`src/smw_pkg.sv`:
```
// Shared definitions for the sliding window median unit.
// Holds default sizes, the configuration register layout and the cell command struct.
// No dependencies.
`timescale 1ns / 1ps
`default_nettype none

package smw_pkg;

    localparam int WINDOW_MAX_DEF   = 32;
    localparam int SAMPLE_WIDTH_DEF = 32;

    localparam int              CFG_WIDTH = 6;
    localparam logic [CFG_WIDTH-1:0] WINDOW_SIZE_RESET = 6'd3;

    typedef struct packed {
        logic ins;
        logic del;
    } cell_cmd_t;

    typedef enum logic [1:0] {
        PH_INSERT = 2'b01,
        PH_EMIT   = 2'b10
    } phase_t;

endpackage

`default_nettype wire

```
`src/smw_cell.sv`:
```
// One slot of the sorted window: holds a sample and its age.
// Shifts right on insertion and left on removal, talking to its neighbors and to the shared sample and control inputs.
// Depends on smw_pkg.
`timescale 1ns / 1ps
`default_nettype none

module smw_cell
    import smw_pkg::*;
#(
    parameter int SAMPLE_WIDTH = SAMPLE_WIDTH_DEF,
    parameter int FILL_W       = 6,
    parameter int AGE_W        = 5,
    parameter int INDEX        = 0
)
(
    input  wire logic                    clk,
    input  wire cell_cmd_t               cmd,
    input  wire logic [SAMPLE_WIDTH-1:0] sample,
    input  wire logic [FILL_W-1:0]       fill,
    input  wire logic [AGE_W-1:0]        oldest_age,
    input  wire logic [SAMPLE_WIDTH-1:0] left_val,
    input  wire logic [AGE_W-1:0]        left_age,
    input  wire logic                    left_gt,
    input  wire logic [SAMPLE_WIDTH-1:0] right_val,
    input  wire logic [AGE_W-1:0]        right_age,
    input  wire logic                    del_in,
    output logic      [SAMPLE_WIDTH-1:0] val,
    output logic      [AGE_W-1:0]        age,
    output logic                         gt,
    output logic                         del_out
);

    localparam logic [FILL_W-1:0] MY_IDX = FILL_W'(INDEX);

    logic [SAMPLE_WIDTH-1:0] val_reg;
    logic [SAMPLE_WIDTH-1:0] val_next;
    logic [AGE_W-1:0]        age_reg;
    logic [AGE_W-1:0]        age_next;
    logic                    occ;
    logic                    at_end;
    logic                    match;
    logic                    wr_en;

    assign occ     = MY_IDX < fill;
    assign at_end  = fill == MY_IDX;
    assign gt      = occ && ($signed(val_reg) > $signed(sample));
    assign match   = occ && (age_reg == oldest_age);
    assign del_out = del_in || match;

    always_comb
    begin
        val_next = val_reg;
        age_next = age_reg;
        wr_en    = 1'b0;
        if (cmd.ins)
        begin
            wr_en = occ || at_end;
            if (left_gt)
            begin
                val_next = left_val;
                age_next = left_age + AGE_W'(1);
            end
            else if (gt || at_end)
            begin
                val_next = sample;
                age_next = '0;
            end
            else
            begin
                age_next = age_reg + AGE_W'(1);
            end
        end
        else if (cmd.del)
        begin
            wr_en = occ && del_out;
            val_next = right_val;
            age_next = right_age;
        end
    end

    always_ff @(posedge clk)
    begin
        if (wr_en)
        begin
            val_reg <= val_next;
            age_reg <= age_next;
        end
    end

    assign val = val_reg;
    assign age = age_reg;

endmodule

`default_nettype wire

```
`config.mk`:
```
export PLATFORM = sky130hd
export DESIGN_NAME = smw_cell
export DESIGN_NICKNAME = d
export VERILOG_FILES = /design/src/smw_pkg.sv /design/src/smw_cell.sv
export SDC_FILE = /design/constraint.sdc
export NUM_CORES = 1
export LEC_CHECK = 0
export BUFFER_PORTS_ARGS = -buffer_cell sky130_fd_sc_hd__clkbuf_2
export CAP_MARGIN = 15
export CORE_UTILIZATION = 31
export CTS_CLUSTER_SIZE = 12
export DETAILED_ROUTE_END_ITERATION = 6
export PLACE_DENSITY_LB_ADDON = 0.08
export SETUP_SLACK_MARGIN = 0.2
export SLEW_MARGIN = 20
export SYNTH_ARGS = -nofsm -noshare
export SYNTH_HDL_FRONTEND = slang
export SYNTH_SLANG_ARGS = --single-unit
```
`constraint.sdc`:
```
create_clock -name clk -period 3.8 [get_ports clk]
set_input_delay 0.57 -clock clk [delete_from_list [all_inputs] [get_ports clk]]
set_output_delay 0.57 -clock clk [all_outputs]
set_load 0.01 [all_outputs]
```
# Word-level counts from Yosys, hierarchy flattened
# Cells that the tools add are included.
# totals
register_bits	37
input_bits	122
out_inout_bits	39
word_cells	28
# op_classes
add_sub_neg	2
order_cmp	2
eq_ne	2
muxes	10
reduce_logical	10
# op_table
op	n
32-bit two-way mux	4
32-bit greater-than comparator	1
5-bit two-way mux	4
5-bit by 1-bit adder with 5-bit output, second input constant	2
6-bit logical NOT	1
1-bit by 6-bit < comparator with 1-bit output, first input constant	1
5-bit == test	1
1-bit logical AND	3
1-bit logical OR	3
3-bit by 1-bit inequality test with 1-bit output, second input constant	1
3-bit AND reduction	1
1-bit two-way mux	2
2-bit AND reduction	1
2-bit nonzero test	1

# Logic depth before layout (Yosys ltp)
# logic_depth
depth_word	7
mapped_depth	9

# Worst setup path before layout
# OpenSTA, ideal clock, no wires.
# synth_timing
kind	input -> register
from	input port sample[15]
to	register val_reg[0] (netlist: val[0]), enable pin
arrival_ps	2805
required_ps	3412
slack_ps	607
cell_stages	8
n_path_buf	0
path_cell_list	inv_1 > ha_1 > nand4_1 > a2111o_1 > and3_2 > o32a_1 > nand2_2 > a21o_1
# synth_via
elab_chain_len	5
# synth_lines
element	line	source
start, declared	smw_cell.sv:18	input wire logic [SAMPLE_WIDTH-1:0] sample,
32-bit greater-than comparator	smw_cell.sv:46	assign gt = occ && ($signed(val_reg) > $signed(sample));
1-bit logical AND	smw_cell.sv:46	
1-bit logical OR	smw_cell.sv:63	else if (gt || at_end)
3-bit by 1-bit inequality test with 1-bit output (no source line)	--	
3-bit AND reduction (no source line)	--	
end signal, assigned	smw_cell.sv:85	val_reg <= val_next;
end, declared	smw_cell.sv:35	logic [SAMPLE_WIDTH-1:0] val_reg;
# No other way between the ends.
# A chain may end at the register's enable or synchronous reset.

# Final worst setup path
# layout_timing
from	input port sample[31]
to	output port gt
# layout_via
elab_chain_len	2
# layout_lines
element	line	source
32-bit greater-than comparator	smw_cell.sv:46	
1-bit logical AND	smw_cell.sv:46	
end, declared	smw_cell.sv:29	output logic gt,
# No other way between the ends.

==> qor.json <==
{
  "clk_pin_slew_worst_paths": {"value": 70, "unit": "ps"},
  "number_of_nets_in_the_layout": {"value": 634},
  "globalplace.congestion": {"value": 0.790},
  "ff_to_ff_path_depth": {"value": 8},
  "first_global_vias": {"value": 2716},
  "grt_use_total": {"value": 0.159},
  "drt_iter0_drc": {"value": 60},
  "drt-wirelength-per-cell": {"value": 12.8, "unit": "microns"},
  "synthXorXnorAreaFrac": {"value": 0.0356},
  "p_int": {"value": 0.000816, "unit": "W"},
  "cts_repair_resize_count": {"value": 0},
  "antennaDiodeCount": {"value": 0},
  "synth_simple_gate_area_share": {"value": 0.137},
  "worst-endpoint-arrival": {"value": 2400, "unit": "ps"},
  "cell_type_with_the_highest_aggregate_area_in_the_netlist": {"value": "sky130_fd_sc_hd__edfxtp_1"},
  "htree_levels": {"value": 2},
  "regToRegEndpoint": {"value": "val[11]"},
  "postSynthAreaPerCell": {"value": 9.26, "unit": "sq um"},
  "slowest_cell_delay_on_critical_path": {"value": 390, "unit": "ps"},
  "worst_hold_path.num_cells": {"value": 3},
  "worst-endpoint-required": {"value": 3230, "unit": "ps"},
  "grt_antenna_before_repair": {"value": 0},
  "largest_family_of_logic_cells_by_synthesized_area": {"value": "adder cells"},
  "fillers": {"value": 989},
  "holdCritPathClass": {"value": "input pin to register"},
  "r2r_slack": {"value": 920, "unit": "ps"},
  "top_level_ports": {"value": 161},
  "timing.max_slew.rel_slack": {"value": 0.558},
  "postCtsHoldBufs": {"value": 0},
  "nature_of_the_critical_path_startpoint": {"value": "input pin"},
  "p_per_area": {"value": 302, "unit": "nW/um^2"},
  "die_y": {"value": 99.6, "unit": "microns"},
  "path_cells": {"value": "clkbuf_2 -> inv_1 -> ha_1 -> nand4_2 -> nor2_1 -> a221oi_1 -> nand3_1 -> a21oi_1 -> xor2_1 -> and2_1 -> clkbuf_2"},
  "clk_latency": {"value": 290, "unit": "ps"},
  "power_frac_comb": {"value": 0.332},
  "ys_dominant_reg_cell": {"value": "sky130_fd_sc_hd__edfxtp_1"},
  "rsz0062_at_grt": {"value": "false"},
  "postSynthCellCount": {"value": 319},
  "numCtsBuffers": {"value": 5},
  "core_outline_area": {"value": 9240, "unit": "sq um"},
  "yosys.cell_types.count": {"value": 39},
  "cts_tree": {"value": "built"},
  "seq_area_frac_synth": {"value": 0.376},
  "grt_pass1_wl": {"value": 12300, "unit": "microns"},
  "power.switching": {"value": 0.000385, "unit": "W"},
  "synth_seq_cells": {"value": 37},
  "synth_nets": {"value": 475},
  "synth_enable_flop_cells": {"value": 37},
  "proportion_of_layout_cells_with_a_drive_suffix_above_1": {"value": 0.368},
  "yosys-mux-area-fraction": {"value": 0.108},
  "buffer_ports.inserted": {"value": 160},
  "max-vdd-ir-drop": {"value": 0.102, "unit": "mV"},
  "cpMostUsedCell": {"value": "sky130_fd_sc_hd__clkbuf_2"},
  "setup_viol": {"value": 0},
  "post-route-period-util": {"value": 0.780},
  "worstMarginPinSlew": {"value": 656, "unit": "ps"},
  "post_synth_main_area_contributors": {"value": "sky130_fd_sc_hd__edfxtp_1, sky130_fd_sc_hd__ha_1, sky130_fd_sc_hd__mux2i_1"},
  "via_per_inst": {"value": 4.61},
  "clock_path_buffers": {"value": 2},
  "maxCapViolations": {"value": 0},
  "postRouteAntennaNets": {"value": 0},
  "clock-skew-final": {"value": 5.63, "unit": "ps"},
  "static-leakage-power": {"value": 2.04, "unit": "nW"},
  "die_x": {"value": 99.6, "unit": "microns"},
  "switching_share": {"value": 0.321},
  "total_power": {"value": 0.00120, "unit": "W"},
  "sequentialPowerShare": {"value": 0.449},
  "fmaxAchievable": {"value": 337, "unit": "MHz"},
  "detailedRoute.firstPassIterationCount": {"value": 4},
  "design.die.area": {"value": 9930, "unit": "sq um"},
  "detailedPlacementHpwl": {"value": 6320, "unit": "microns"},
  "finalHoldViolations": {"value": 0},
  "min_delay_worst_endpoint": {"value": "age[1]"},
  "yosys.area_share.adder": {"value": 0.144},
  "yosys.area.top_type_share": {"value": 0.376},
  "cpMaxStageDelayCell": {"value": "sky130_fd_sc_hd__ha_1"},
  "critical_path_peak_fanout": {"value": 6},
  "largest_register_ffs": {"value": 32},
  "worst_setup_path_end_kind": {"value": "output pin"},
  "layout_min_cycle_time": {"value": 2970, "unit": "ps"},
  "finalWirelength": {"value": 7780, "unit": "microns"},
  "timing.hold.worst.start": {"value": "right_age[1]"},
  "layout-area-overhead-vs-synth": {"value": 34.5, "unit": "%"},
  "r2r_start": {"value": "val[13]"},
  "synth_async_sr_flop_share": {"value": 0},
  "fin_tns_setup": {"value": 0, "unit": "ps"},
  "initial_core_util": {"value": 0.320},
  "synth_warnings": {"value": 0},
  "syn_area": {"value": 2960, "unit": "sq um"},
  "largest_net_degree_at_the_start_of_global_routing": {"value": 57},
  "outcome": {"value": "completed"},
  "drc_violations_left": {"value": 0},
  "numClockSinks": {"value": 37},
  "slew_viol_final": {"value": 0},
  "share_clk_of_total_power": {"value": 0.219},
  "ctsRootBufferMaster": {"value": "sky130_fd_sc_hd__clkbuf_8"},
  "vias": {"value": 2797},
  "floorplan.rows": {"value": 35},
  "globalRoute.totalOverflow": {"value": 0},
  "post_cts_buffers": {"value": 0},
  "path_class": {"value": "input pin to output pin"},
  "compound_cell_area_share_of_the_yosys_netlist": {"value": 0.138}
}
[area by class of cell]
class	count	area (sq um)	area share
Tap cell	129	161	0.0406
Clock inverter	1	3.75	0.000944
Clock buffer	6	72.6	0.0183
Inverter	35	131	0.0331
Timing Repair Buffer	164	831	0.209
Multi-Input combinational cell	235	1660	0.419
Sequential cell	37	1110	0.280
[worst max path at each step]
stage                           from  endpoint  slack (ps)  depth (start not counted)
final                     sample[31]        gt         830                         11
after global routing         val[31]        gt         580                          9
after CTS                    val[31]        gt         810                          9
after detailed placement  sample[15]   val[17]         650                         10
after global placement    sample[15]   val[18]         690                         10
after floorplan           sample[15]    val[0]         610                          8
[kinds of logic (layout without fill, tap and decap cells)]
group           Yosys count  count (layout)
compound gates           71              71
mux                      32              32
flops                    37              37
xor+xnor                 12              12
simple gates             86              86
fa+ha+maj                34              34
buf+inv                  47             206
[power groups by stage]
stage / Sequential, W / Clock (W) / Combinational [W]
floorplan: 0.000565 / 0 / 0.000211
global route: 0.000545 / 0.000292 / 0.000454
detailed placement: 0.000549 / 0 / 0.000404
finish: 0.000540 / 0.000263 / 0.000399
CTS: 0.000541 / 0.000274 / 0.000406
global placement: 0.000549 / 0 / 0.000401
[routing by layer]
layer | vias to the layer above | wire (microns) | global-route usage
met3 | 5 | 440 | 0.0295
met4 | 0 | 74 | 0.0430
met1 | 1230 | 3540 | 0.201
met5 | - | 0 | 0
li1 | 1466 | - | -
met2 | 96 | 3730 | 0.277
[placed cells by master (no fill, tap or decap), drive strengths merged]
master and n:
clkbuf 166, a21oi 52, nor2 42, edfxtp 37, inv 35, ha 34
mux2i 32, nand2 13, nand3 11, nand4 8, xor2 7, o21ai 6
xnor2 5, buf 4, and3 3, nor3 2, nor4 2, a22oi 1
nor2b 1, o211ai 1, a2111o 1, a211oi 1, a221oi 1, a21boi 1
o21bai 1, nand3b 1, and2 1, or4 1, or2b 1, o32a 1
a311oi 1, o221ai 1, o31ai 1, a31oi 1, a21o 1, clkinv 1
[worst max-delay path, delay by kind of cell]
kind / cells / cell delay, ps
and+or+nand+nor: 4 / 560
xor gates and xnor gates: 1 / 140
buffers and inverters: 3 / 280
AOI/OAI and AO/OA: 2 / 450
adders and majority gates: 1 / 390
[through the flow]
step                area (sq um)  setup slack [ps]  std cells  hold slack (ps)   util
finish                      3980               834        607              586  0.430
global route                3980               583        607              590  0.430
CTS                         3980               806        607              572  0.430
detailed placement          3900               652        600              719  0.422
global placement            3900               689        600              701  0.422
floorplan                   2960               607        319              708      -
[synthesized netlist by cell type, types with 2 or more instances]
master / number
sky130_fd_sc_hd__nand4_1: 7
sky130_fd_sc_hd__buf_2: 3
sky130_fd_sc_hd__xnor2_1: 5
sky130_fd_sc_hd__inv_1: 35
sky130_fd_sc_hd__and3_1: 2
sky130_fd_sc_hd__a21oi_1: 52
sky130_fd_sc_hd__clkbuf_1: 9
sky130_fd_sc_hd__xor2_1: 7
sky130_fd_sc_hd__edfxtp_1: 37
sky130_fd_sc_hd__nand2_1: 12
sky130_fd_sc_hd__mux2i_1: 32
sky130_fd_sc_hd__nor2_1: 42
sky130_fd_sc_hd__ha_1: 34
sky130_fd_sc_hd__o21ai_0: 6
sky130_fd_sc_hd__nand3_1: 11
sky130_fd_sc_hd__nor3_1: 2
(Power assumes the default switching activity.)
